`src/rtl/alup_pkg.sv`:
```
// ----------------------------------------------------------------------------
// alup_pkg
// Types and constants of the alpha unpremultiply block.
// ----------------------------------------------------------------------------
package alup_pkg;

  localparam int unsigned CHAN_W   = 8;
  localparam int unsigned NUM_LANE = 3;   // red, green, blue
  localparam int unsigned NUM_CELL = 8;   // one cell per quotient bit
  localparam logic [CHAN_W-1:0] CHAN_MAX = 8'd255;

  // Input beat
  typedef struct packed {
    logic [CHAN_W-1:0] in_red;
    logic [CHAN_W-1:0] in_green;
    logic [CHAN_W-1:0] in_blue;
    logic [CHAN_W-1:0] in_alpha;
  } alup_in_t;

  // Output beat
  typedef struct packed {
    logic [CHAN_W-1:0] out_red;
    logic [CHAN_W-1:0] out_green;
    logic [CHAN_W-1:0] out_blue;
    logic [CHAN_W-1:0] out_alpha;
  } alup_out_t;

  // One color channel inside the divider chain
  typedef struct packed {
    logic [CHAN_W-1:0] rem;    // partial remainder
    logic [CHAN_W-1:0] work;   // dividend bits left, quotient bits shifted in
    logic              sat;    // quotient above 255
  } alup_lane_t;

  // Everything one cell hands to the next
  typedef struct packed {
    alup_lane_t [NUM_LANE-1:0] lane;
    logic [CHAN_W-1:0]         alpha;
    logic                      clear;  // alpha below cutoff
  } alup_stage_t;

endpackage

```
`src/rtl/alup_prep.sv`:
```
// ----------------------------------------------------------------------------
// alup_prep
// Entry stage: forms the rounded dividend c*255 + alpha/2 per channel,
// flags saturation and the below-cutoff case.
// ----------------------------------------------------------------------------
module alup_prep (
  input  logic                  clk,
  input  logic                  rst_n,
  input  logic [7:0]            cutoff,
  input  logic                  in_valid,
  output logic                  in_ready,
  input  alup_pkg::alup_in_t    in_data,
  output logic                  out_valid,
  input  logic                  out_ready,
  output alup_pkg::alup_stage_t out_stage
);
  import alup_pkg::*;

  logic        valid_r;
  alup_stage_t stage_r, stage_nxt;
  logic [CHAN_W-1:0] chan [NUM_LANE];
  logic [2*CHAN_W-1:0] dvd [NUM_LANE];

  assign chan[0] = in_data.in_red;
  assign chan[1] = in_data.in_green;
  assign chan[2] = in_data.in_blue;

  // Dividend and saturation per channel; a cutoff of zero acts as one
  always_comb begin
    stage_nxt.alpha = in_data.in_alpha;
    stage_nxt.clear = (in_data.in_alpha < cutoff) || (in_data.in_alpha == '0);
    for (int i = 0; i < NUM_LANE; i++) begin
      dvd[i] = {chan[i], {CHAN_W{1'b0}}} - {{CHAN_W{1'b0}}, chan[i]}
             + {{(CHAN_W+1){1'b0}}, in_data.in_alpha[CHAN_W-1:1]};
      stage_nxt.lane[i].rem  = dvd[i][2*CHAN_W-1:CHAN_W];
      stage_nxt.lane[i].work = dvd[i][CHAN_W-1:0];
      stage_nxt.lane[i].sat  = (dvd[i][2*CHAN_W-1:CHAN_W] >= in_data.in_alpha);
    end
  end

  assign in_ready = !valid_r || out_ready;

  // Stage valid
  always_ff @(posedge clk) begin
    if (!rst_n) begin
      valid_r <= 1'b0;
    end else if (in_ready) begin
      valid_r <= in_valid;
    end
  end

  // Stage payload
  always_ff @(posedge clk) begin
    if (in_ready && in_valid) begin
      stage_r <= stage_nxt;
    end
  end

  assign out_valid = valid_r;
  assign out_stage = stage_r;

endmodule

```
`src/rtl/alup_cell.sv`:
```
// ----------------------------------------------------------------------------
// alup_cell
// One restoring-division step for all three channels: shifts in one
// dividend bit, trial-subtracts alpha and produces one quotient bit.
// ----------------------------------------------------------------------------
module alup_cell (
  input  logic                  clk,
  input  logic                  rst_n,
  input  logic                  in_valid,
  output logic                  in_ready,
  input  alup_pkg::alup_stage_t in_stage,
  output logic                  out_valid,
  input  logic                  out_ready,
  output alup_pkg::alup_stage_t out_stage
);
  import alup_pkg::*;

  logic        valid_r;
  alup_stage_t stage_r, stage_nxt;
  logic [CHAN_W:0] trial [NUM_LANE];
  logic [CHAN_W:0] diff  [NUM_LANE];
  logic            ge    [NUM_LANE];

  // Trial subtract per lane
  always_comb begin
    stage_nxt.alpha = in_stage.alpha;
    stage_nxt.clear = in_stage.clear;
    for (int i = 0; i < NUM_LANE; i++) begin
      trial[i] = {in_stage.lane[i].rem, in_stage.lane[i].work[CHAN_W-1]};
      diff[i]  = trial[i] - {1'b0, in_stage.alpha};
      ge[i]    = (trial[i] >= {1'b0, in_stage.alpha});
      stage_nxt.lane[i].rem  = ge[i] ? diff[i][CHAN_W-1:0] : trial[i][CHAN_W-1:0];
      stage_nxt.lane[i].work = {in_stage.lane[i].work[CHAN_W-2:0], ge[i]};
      stage_nxt.lane[i].sat  = in_stage.lane[i].sat;
    end
  end

  assign in_ready = !valid_r || out_ready;

  // Cell valid
  always_ff @(posedge clk) begin
    if (!rst_n) begin
      valid_r <= 1'b0;
    end else if (in_ready) begin
      valid_r <= in_valid;
    end
  end

  // Cell payload
  always_ff @(posedge clk) begin
    if (in_ready && in_valid) begin
      stage_r <= stage_nxt;
    end
  end

  assign out_valid = valid_r;
  assign out_stage = stage_r;

endmodule

```
`src/rtl/alpha_unpremultiply_cutoff_top.sv`:
```
// ----------------------------------------------------------------------------
// alpha_unpremultiply_cutoff_top
// Premultiplied RGBA to straight RGBA with an alpha cutoff.
// ----------------------------------------------------------------------------
// Takes one pixel per clock and delivers one pixel per clock when the output
// side keeps ready high. There is one entry stage that forms the rounded
// dividend c*255 + alpha/2, then a chain of 8 division cells, each
// producing one quotient bit for red, green and blue at once. Quotients above
// 255 saturate; opaque pixels come out unchanged because dividing by 255 is
// exact. Alpha below the cutoff gives transparent black. Every stage holds
// its beat under back-pressure and bubbles collapse, so the block keeps
// accepting while the chain has room. The cutoff write port is always ready
// and should only be written while no pixel is in flight.
// ----------------------------------------------------------------------------
module alpha_unpremultiply_cutoff_top (
  input  logic                clk,
  input  logic                rst_n,
  input  logic                cfg_valid,
  output logic                cfg_ready,
  input  logic [7:0]          cfg_data,
  input  logic                in_valid,
  output logic                in_ready,
  input  alup_pkg::alup_in_t  in_data,
  output logic                out_valid,
  input  logic                out_ready,
  output alup_pkg::alup_out_t out_data
);
  import alup_pkg::*;

  logic [CHAN_W-1:0] cutoff_r;
  logic        vld [NUM_CELL+1];
  logic        rdy [NUM_CELL+1];
  alup_stage_t stg [NUM_CELL+1];
  alup_stage_t last;
  logic [CHAN_W-1:0] res [NUM_LANE];

  // Cutoff register
  assign cfg_ready = 1'b1;
  always_ff @(posedge clk) begin
    if (!rst_n) begin
      cutoff_r <= 8'd1;
    end else if (cfg_valid) begin
      cutoff_r <= cfg_data;
    end
  end

  // Entry stage
  alup_prep u_prep (
    .clk       (clk),
    .rst_n     (rst_n),
    .cutoff    (cutoff_r),
    .in_valid  (in_valid),
    .in_ready  (in_ready),
    .in_data   (in_data),
    .out_valid (vld[0]),
    .out_ready (rdy[0]),
    .out_stage (stg[0])
  );

  // Division chain
  for (genvar g = 0; g < NUM_CELL; g++) begin : g_cell
    alup_cell u_cell (
      .clk       (clk),
      .rst_n     (rst_n),
      .in_valid  (vld[g]),
      .in_ready  (rdy[g]),
      .in_stage  (stg[g]),
      .out_valid (vld[g+1]),
      .out_ready (rdy[g+1]),
      .out_stage (stg[g+1])
    );
  end

  assign rdy[NUM_CELL] = out_ready;
  assign out_valid     = vld[NUM_CELL];
  assign last          = stg[NUM_CELL];

  // Final select: clear, saturate or quotient
  always_comb begin
    for (int i = 0; i < NUM_LANE; i++) begin
      if (last.clear) begin
        res[i] = '0;
      end else if (last.lane[i].sat) begin
        res[i] = CHAN_MAX;
      end else begin
        res[i] = last.lane[i].work;
      end
    end
  end

  assign out_data.out_red   = res[0];
  assign out_data.out_green = res[1];
  assign out_data.out_blue  = res[2];
  assign out_data.out_alpha = last.clear ? '0 : last.alpha;

endmodule

```
`config.mk`:
```
export PLATFORM = sky130hd
export DESIGN_NAME = alpha_unpremultiply_cutoff_top
export DESIGN_NICKNAME = d
export VERILOG_FILES = /design/src/rtl/alup_pkg.sv /design/src/rtl/alup_prep.sv /design/src/rtl/alup_cell.sv /design/src/rtl/alpha_unpremultiply_cutoff_top.sv
export SDC_FILE = /design/constraint.sdc
export NUM_CORES = 1
export LEC_CHECK = 0
export BUFFER_PORTS_ARGS = -buffer_cell sky130_fd_sc_hd__buf_2
export CAP_MARGIN = 20
export CELL_PAD_IN_SITES_DETAIL_PLACEMENT = 0
export CELL_PAD_IN_SITES_GLOBAL_PLACEMENT = 1
export CORE_AREA = 10 10 256 233
export CTS_CLUSTER_DIAMETER = 80
export DETAILED_ROUTE_END_ITERATION = 10
export DIE_AREA = 0 0 266 243
export GPL_TIMING_DRIVEN = 0
export PLACE_DENSITY = 0.89
export SYNTH_ARGS = -nofsm -noshare
export SYNTH_HDL_FRONTEND = slang
export SYNTH_SLANG_ARGS = --single-unit
```
`constraint.sdc`:
```
create_clock -name clk -period 8.41 [get_ports clk]
set_input_delay 1.2615 -clock clk [delete_from_list [all_inputs] [get_ports clk]]
set_output_delay 1.2615 -clock clk [all_outputs]
set_load 0.02 [all_outputs]
```
# == Word level (Yosys, flattened, before mapping) ==
# Index checks and enable logic that the tools add are counted.
# word_totals
inputBits,45
ramBits,0
elab_cells,218
out_inout_bits,35
latchBits,0
regBits,533
memories,0
mem_bits_ro,0
# classes
bitwise_logic,0
eq_ne,0
n_addsub,27
mul,0
div_mod_pow,0
magnitude_cmp,28
shift,0
mux,28
n_reduce_logical,29
# op_table
op,count
8-bit two-way mux,28
9-bit by 8-bit >= comparator with 1-bit output,24
8-bit subtractor,21
16-bit by 7-bit adder with 16-bit output,3
16-bit by 8-bit subtractor with 16-bit output,3
8-bit >= comparator,3
1-bit logical OR,10
1-bit logical AND,9
1-bit zero test,9
8-bit zero test,1
8-bit less-than comparator,1

# == Longest topological paths before layout ==
# Gate-level depths: netlist of the first run.
# depth
depth_word,11
ltp_mapped,15
depth_no_buf,15

# == Modules after synthesis ==
# Synthesis of the first run repeated with hierarchy kept, for this count alone.
# unflattened
hier_cells,2443
hier_area_um2,31616.6
# modules_own_cells
mod,instances,seq_area_each_um2,area_each_um2,cells_per_inst
alup_cell at g_cell[0].u_cell ...,7,1821.7,3399.5,248
alup_prep,1,1821.7,4067.7,373
alup_cell at g_cell[1].u_cell,1,1821.7,3181.8,245
alpha_unpremultiply_cutoff_top,1,160.2,570.5,89

# == Worst setup path before layout of the first run ==
# OpenSTA, ideal clock, no wires.
# synth_path
path_kind,in2reg
start,input out_ready
end,"register g_cell[0].u_cell.stage_r (netlist bit g_cell[0].u_cell.out_stage[0]), enable pin"
required_ps,7840
cell_stages,6
t_arrival_ps,6181
n_path_buf,1
setup_time_ps,570
slack_ps,1659
cell_sequence,nor2b_1 -> nand3_1 -> nor2_1 -> and3_1 -> clkbuf_1 -> a21boi_0
# synth_between
elab_chain_len,9
# synth_rtl
item,line,rtl
from (decl),alpha_unpremultiply_cutoff_top.sv:25,"input logic out_ready,"
1-bit logical OR (8 in a row),alup_cell.sv:38,assign in_ready = !valid_r || out_ready;
1-bit logical AND,alup_cell.sv:51,if (in_ready && in_valid) begin
to (signal assigned),alup_cell.sv:52,stage_r <= stage_nxt;
to (decl),alup_cell.sv:19,"alup_stage_t stage_r, stage_nxt;"
# Every way passes these cells.
# A chain may end at the register's enable or synchronous reset.

# == Final worst setup path of the first run ==
# layout_path
start,input out_ready
end,output in_ready
# layout_between
elab_chain_len,9
# layout_rtl
item,line,rtl
1-bit logical OR (8 in a row),alup_cell.sv:38,
1-bit logical OR,alup_prep.sv:41,assign in_ready = !valid_r || out_ready;
to (decl),alpha_unpremultiply_cutoff_top.sv:22,"output logic in_ready,"
# Every way passes these cells.

==> results, run 1 <==
- The flow ran to the end, and the final reports show no timing, DRC or antenna violations.
- Subtracting the final worst setup slack from the clock period gives between 4 and 5 ns.
- The kind of cell with the highest combined delay on the critical path is simple AND/OR/NAND/NOR gates.
- The post-placement setup slack is between 3 and 4 ns.
- In the post-synthesis netlist, the biggest area contributors are edfxtp_1 55%, ha_1 11%, o21ai_0 3.9%, nor2_1 2.5%, inv_1 2.5%.
- The die covers between 0.06 and 0.07 mm^2.
- In the final layout, the multi-input gates occupy between 0.01 and 0.015 mm^2.
- The boundary pin count is 80.
- The post-synthesis to final-layout area growth is 12.47%.
- The routed layout has ~18000 vias.
- The largest individual stage delay along the critical path comes from the cell nor2b_1.
- The detailed router finished its first iteration with between 1000 and 1500 violations.
- The congestion estimate from routability-driven global placement came to slightly above 0.9.
- The effective utilization at floorplan is 51.64%.
- Traced cell by cell, the critical path runs through buf_2 -> nor2b_1 -> nand3_1 -> nor2_1 -> and3_1 -> clkbuf_1 -> nand3_1 -> buf_2.
- The count of input and output buffers is 77.
- Data arrives at the worst endpoint at ~3.4 ns.
- For this run, the leading register cell type out of synthesis is edfxtp_1.
- The net total in the final layout is roughly 2800.
- The clock drives approximately 530 sinks.
- The layout has about 4300 filler cells.
- The CTS tree is done.
- The initial antenna violation count is 0.
- After clock tree synthesis, the clock-pin slew on the worst setup and hold paths is ~0.060 ns.
- The worst setup path is of the primary input to output pin kind.
- Summed over all layers, the routed wires come to between 60 and 70 mm.
- The pin count of the biggest net entering global routing is 39.
- The H-tree was split into 2 levels.
- The longest clock path from root to sink contains 3 buffers.
- The fmax is about 210 MHz.
- The number of hold buffers added after CTS was 0.
- The share of the yosys chip area belonging to registers is 56.66%.
- At the later pin of the worst-skew pair, clock insertion delay measures 0.61 ns.
- After routing, the total negative slack on setup checks comes to 0 ns.
- The worst setup slack after layout is 3.747 ns.
- The core footprint is roughly 0.054 mm^2.
- The half-perimeter wire length of the detailed placement result is 46.97 mm.
- The max-slew violation count was 0.
- The worst path uses a little under three fifths of the clock period.
- The floorplan step set the die width to 266 um.
- Summing every instance area after synthesis gives ~0.028 mm^2.
- The maximum fanout along the worst path is 6.
- The Yosys step of the flow raised 0 warnings.
- Global routing used ~18% of the available tracks.
- For this run, design rule violations remaining after detail routing come to 0.
- Setup repair after global routing left no endpoint under its margin.
- After clock tree synthesis, the repair step resized 0 gates.
- The largest incremental delay on the critical path is about 0.47 ns.
- The clock skew after layout is approximately 0.013 ns.
- The total buffers and inverters traversed by the critical path is 3.
- The mean post-synth cell area is 11.97 um^2.
- The detail-routed via count per cell is between 5 and 6.
- Dividing the detail-routed wire length by the instance count gives roughly 19 um.
- The number of buffers created by CTS is between 50 and 60.
- The number of hold-slack violations in the final timing report is 0.
- The area fraction of the dominant cell type after synthesis is 55.45%.
- The first TritonRoute pass finished after 5 iterations.
- Post-CTS timing repair inserted 0 buffers for setup.
- The synthesized instance count is roughly 2300.
- The number of flip-flops and latches in the synthesized netlist is ~530.
- The final number of setup-violating endpoints is 0.
- For the worst setup path, the data required time is approximately 7.2 ns.
- Dividing total power by cell area gives a power density of around 200 mW/mm^2.
- The number of distinct library cells after synthesis is 55.
- After global routing the overflow that remains totals 0.
- The first global-routing pass estimated approximately 95 mm of wire.
- The library cells used most frequently in the layout, excluding fill and tap cells, are 516 x edfxtp_1, 244 x ha_1, 219 x o21ai_0.
- The number of global-route vias before repair was roughly 18000.
- Measured against its own limit, the worst slew margin works out to 47.91%.
- The antenna violation net count after detailed routing is 0.
- Leaving out fill and tap cells, the most frequent cell in the layout is edfxtp_1.
- STA classifies the critical path endpoint as an output pin.
- For the pin with the worst max-slew slack, the measured transition is roughly 0.78 ns.
- In this run the worst hold path is classified as register to register.
- The diode insertion count for antenna repair is 0.
- The share of layout cells above drive strength 1 is a little under a tenth.
- The leakage dissipation is between 0.01 and 0.015 uW.
- The root buffer cell chosen for the clock tree is clkbuf_16.
- The tool flagged a number of max-cap violations equal to 0.
- The startpoint type of the worst setup path is a primary input.
- The largest vdd supply drop is 0.1850 mV.
- When the netlist entered floorplanning its net count stood at between 2000 and 3000.
- In the synthesized netlist the async set-or-reset flop fraction comes to 0%.
- From bottom edge to top edge, the die measures between 200 and 250 um.
- The cell row count is 81.
- Summed over all instances, the cell type with the most area after synthesis is edfxtp_1.
- The total area of sequential cells is 0.01584 mm^2.
- The synthesized design contains slightly above 500 enable-type register cells.
[cell families (layout without fill, tap and decap cells)]
family          after synthesis  count (layout)  synth area share [%]
xor+xnor                     98              98                 3.071
compound gates              530             530                 12.01
other cells                   1               1               0.01342
simple gates                645             645                 10.85
mux                          48              48                 1.880
flops                       533             533                 56.66
fa+ha+maj                   268             268                 12.64
buf+inv                     212             402                 2.861
[worst paths after layout]
check / cells past startpoint / endpoint / slack (ns) / start
hold / removal: 0 / g_cell[5].u_cell.out_stage[26] / 0.41 / g_cell[4].u_cell.out_stage[26]
hold reg to reg: 0 / g_cell[5].u_cell.out_stage[26] / 0.41 / g_cell[4].u_cell.out_stage[26]
setup reg to reg: 8 / g_cell[3].u_cell.out_stage[24] / 4.94 / g_cell[2].u_cell.out_stage[2]
setup / recovery: 8 / in_ready / 3.75 / out_ready
[final cells by class]
| class | instances | area share (%) |
|---|---|---|
| clock buffers | 60 | 4.303 |
| inverters | 183 | 2.186 |
| plain buffers | 29 | 0.3583 |
| multi-input cells | 1590 | 36.27 |
| repair buffers | 91 | 2.142 |
| clock inverters | 39 | 1.549 |
| well taps | 705 | 2.807 |
| flip-flops and latches | 533 | 50.38 |
[worst reg2reg max path: stages, from the launching register on]
cell      delay (ns)
edfxtp_1        0.62
inv_1           0.24
ha_1            0.37
nor2b_1         0.16
o31a_1          0.28
o41a_1          0.35
o21ai_0         0.51
clkbuf_1        0.39
o21ai_0         0.25
[metrics by stage]
| stage | power, uW | instances | instance area, um^2 | hold slack, ns | utilization [%] |
|---|---|---|---|---|---|
| after floorplan | 3547 | 2335 | 27950 | 0.4003 | - |
| after global placement | 3709 | 3117 | 29210 | 0.4009 | 53.98 |
| after detailed placement | 3733 | 3131 | 29590 | 0.4045 | 54.68 |
| after CTS | 6210 | 3230 | 31430 | 0.4109 | 58.08 |
| after global routing | 6398 | 3230 | 31430 | 0.4166 | 58.08 |
| final | 6155 | 3230 | 31430 | 0.4089 | 58.08 |
[sequential cells by signal, summed over array words and instances, names as in the netlist]
signal	count
cutoff_r	8
g_cell.u_cell.out_stage	456
g_cell.u_cell.out_valid	8
u_prep.out_stage	60
u_prep.out_valid	1
[synth_stat cells (all sizes together), types with 24 or more instances]
| cell type | instances |
|---|---|
| nand3 | 27 |
| nor3 | 69 |
| xor2 | 38 |
| edfxtp | 516 |
| o21ai | 219 |
| inv | 183 |
| nand2 | 181 |
| o21a | 72 |
| clkbuf | 28 |
| ha | 244 |
| nand4 | 25 |
| o31ai | 35 |
| a21oi | 83 |
| fa | 24 |
| mux2 | 36 |
| nor2 | 189 |
| nor2b | 83 |
| xnor2 | 60 |
[power breakdown]
group | switching, uW | internal, uW
Combinational | 369 | 257
Sequential | 47.1 | 3010
Clock | 1000 | 1470
Total | 1420 | 4740
[routing by layer]
layer  track usage (%)  up-vias  wire [um]
li1                  -     8955          -
met1             23.72     8713      26470
met2             30.71      537      28990
met3             3.457       97       3446
met4             6.701        0       1859
met5                 0        -          0
(Power assumes the default switching activity.)
==> run 2: changes to the inputs <==
clock period = 4.7 ns   (was 8.41 ns; I/O delays follow)
==> run 2 against run 1 <==
Total power up 76%. Worst hold slack worse by 0.092 ns. Routed wire length grew 1.6%. Count of clock-buffer cells in the layout increased by 2. Critical path depth decreased by 1. Non-clock buffer count did not move. Global-route usage up 0.35 points. Sequential share of layout area rose by 0.14 points. Critical endpoint unchanged. Largest power group unchanged. Highest routed layer unchanged.
==> results, run 2 (synthesized netlist as in run 1, its figures left out) <==
- The number of buffers and inverters on the critical path is 2.
- The overall die height is between 200 and 250 um.
- The run finished with clean final reports.
- In this run the count of I/O pins placed on the die edge is 80.
- The fmax is ~270 MHz.
- The number of setup buffers added after CTS is 0.
- The final-layout fill cell count is ~4400.
- The clock net in this run drives a total of 533 sinks.
- The core footprint is roughly 0.054 mm^2.
- Leaving out fill and tap cells, the most frequent cell in the layout is edfxtp_1.
- The remaining global-route overflow is 0.
- The sequential cells in the finished layout cover a total of between 0.015 and 0.02 mm^2.
- The detail route stage leaves a number of antenna-violating nets equal to 0.
- The final critical path takes up roughly four fifths of the cycle.
- The routed design has 61.71 mm of wire.
- The most prevalent standard cell on the critical path is nand3_1.
- The kind of cell with the highest combined delay on the critical path is simple AND/OR/NAND/NOR gates.
- The endpoint identified for the worst register-to-register timing path is g_cell[3].u_cell.out_stage[37].
- The largest incremental delay on the critical path is ~0.50 ns.
- The worst setup slack after layout is approximately 1.0 ns.
- The worst hold path begins at cfg_data[0].
- Of the cells placed in the final design, the portion with a size suffix greater than 1 is between 9 and 10%.
- After legalization and detailed placement, the total HPWL measured 47.74 mm.
- The first global-routing pass estimated ~97 mm of wire.
- The buffer type at the clock tree root is clkbuf_16.
- The largest vdd supply drop is 0.2542 mV.
- The critical path data arrival time is around 3.0 ns.
- The critical path is of the register to output pin type.
- In this run the worst hold path is classified as primary input to register.
- After clock tree synthesis, the clock-pin slew on the worst setup and hold paths is 0.07 ns.
- The number of buffers created by CTS is 54.
- The critical path starts at g_cell[7].u_cell.out_valid.
- The area of combinational cells with multiple inputs is 0.01140 mm^2.
- The startpoint type of the worst setup path is a register.
- After detailed routing, the number of vias per cell comes to 5.712.
- The area after detailed placement is roughly 0.030 mm^2.
- Setup repair after global routing left no endpoint under its margin.
- The depth of the worst hold-timing path is 3.
- The number of cells traversed by the worst register-to-register path is 8.
- At the pin with the least slew margin, the transition time is between 0.7 and 0.8 ns.
- The number of flip-flops under the largest register name is between 400 and 500.
- Entering global routing, the biggest net connects 38 pins.
- The critical path goes through nor2b_1 -> nand3_1 -> nor2_1 -> and3_1 -> clkbuf_1 -> nand3_1 -> buf_2.
- The post-synthesis to final-layout area growth is 12.16%.
- The total number of H-tree levels is 2.
- The top cell types in the final layout, fill and taps aside, are 516 x edfxtp_1, 244 x ha_1, 219 x o21ai_0.
- The number of global-route vias before repair is 18127.
- The CTS tree is done.
- The count of hold buffers inserted by post-cts repair is 0.
- The number of hold-slack violations in the final timing report is 0.
- Global routing consumed, over all layers together, between 10% and 20% of the routing resources.
- The initial antenna violation count is 3.
- The count of cells resized by post-cts repair is 0.
- Along the worst path, the maximum fanout reaches 6.
- The share of the core filled with cells in the final layout is 57.91%.
- The setup TNS is 0 ns.
- The post-placement setup slack is around 0.43 ns.
- Summed over all cells, the static leakage comes to approximately 0.012 uW.
- The net total in the final layout is between 2000 and 3000.
- The clock skew after layout is 0.02642 ns.
- In this run the critical register-to-register path is launched from g_cell[2].u_cell.out_stage[2].
- Dividing the detail-routed wire length by the instance count gives 19.11 um.
- The number of optimization iterations in the first detailed-route pass is 6.
- Routability-driven placement finished with a final weighted congestion of between 0.9 and 1.
- The final route contains ~18000 vias.
- The die covers 0.06464 mm^2.
- The horizontal extent of the die is 266 um.
- The max-slew violation count was 0.
- For flop-to-flop paths, the worst setup slack is 1.19 ns.
- The relative max-transition margin is between 40% and 50%.
- The shortest clock period the worst path allows after layout is about 3.7 ns.
- The clock reaches the later pin of the worst-skew pair after 0.60 ns.
- Setup violations remaining at the end of the flow were counted as 0.
- The diode insertion count for antenna repair is 0.
- The first routing iteration left about 1400 violations.
- The count of maximum capacitance violations is 0.
- The end point of the worst hold path is cutoff_r[0].
- The initial utilization of the core area, before any placement, comes to 51.64%.
- Once layout is done, the placed cells without fillers occupy about 0.031 mm^2.
- Among all stages on the critical path, the largest delay is contributed by nor2b_1.
- The count of input and output buffers is 77.
- The floorplan has 81 rows.
- The maximum root-to-sink buffer count is 3.
- The capturing element type of the critical path is an output pin.
- The required time of the critical path is between 3 and 4 ns.
- For this run, design rule violations remaining after detail routing come to 0.
- The areal power density over the cells is approximately 350 mW/mm^2.
[run 2: power by group]
part           switching (uW)  leakage, uW  internal (uW)
combinational             658      0.00612            459
clock                    1800     0.000856           2450
sequential               86.2      0.00484           5390
total                    2540       0.0118           8300
[run 2: stage by stage]
step / hold WS (ns) / power [uW] / std cells
floorplan: 0.4003 / 6343 / 2335
global placement: 0.4009 / 6628 / 3117
detailed placement: 0.4045 / 6676 / 3131
CTS: 0.2824 / 10930 / 3230
global route: 0.3094 / 11270 / 3230
finish: 0.3170 / 10840 / 3230
[run 2: final cells by class]
| cell class | instances | area share [%] |
|---|---|---|
| clock buffers | 62 | 4.407 |
| flip-flops and latches | 533 | 50.52 |
| plain buffers | 29 | 0.3593 |
| multi-input cells | 1590 | 36.38 |
| clock inverters | 37 | 1.182 |
| inverters | 183 | 2.192 |
| well taps | 705 | 2.814 |
| repair buffers | 91 | 2.148 |
[run 2: worst max-delay path by stage]
stage / to / slack, ns / cells after the start
2_1_floorplan: g_cell[0].u_cell.out_stage[0] / 0.07 / 6
3_3_place_gp: g_cell[0].u_cell.out_stage[40] / -1.10 / 7
3_5_place_dp: u_prep.out_stage[26] / 0.43 / 16
4_1_cts: in_ready / 0.96 / 7
5_1_grt: in_ready / 0.80 / 7
6_report: in_ready / 1.02 / 7
[run 2: worst min-delay path: stages]
cell	delay, ns
buf_2	0.08
mux2i_1	0.06
nand2_1	0.06
[run 2: per-layer routing]
metal / up-vias / routed length [um] / GRT usage (%)
met1: 8863 / 27010 / 24.59
li1: 8941 / - / -
met3: 105 / 3473 / 2.790
met2: 540 / 29580 / 31.70
met5: - / 0 / 0
met4: 0 / 1640 / 6.080
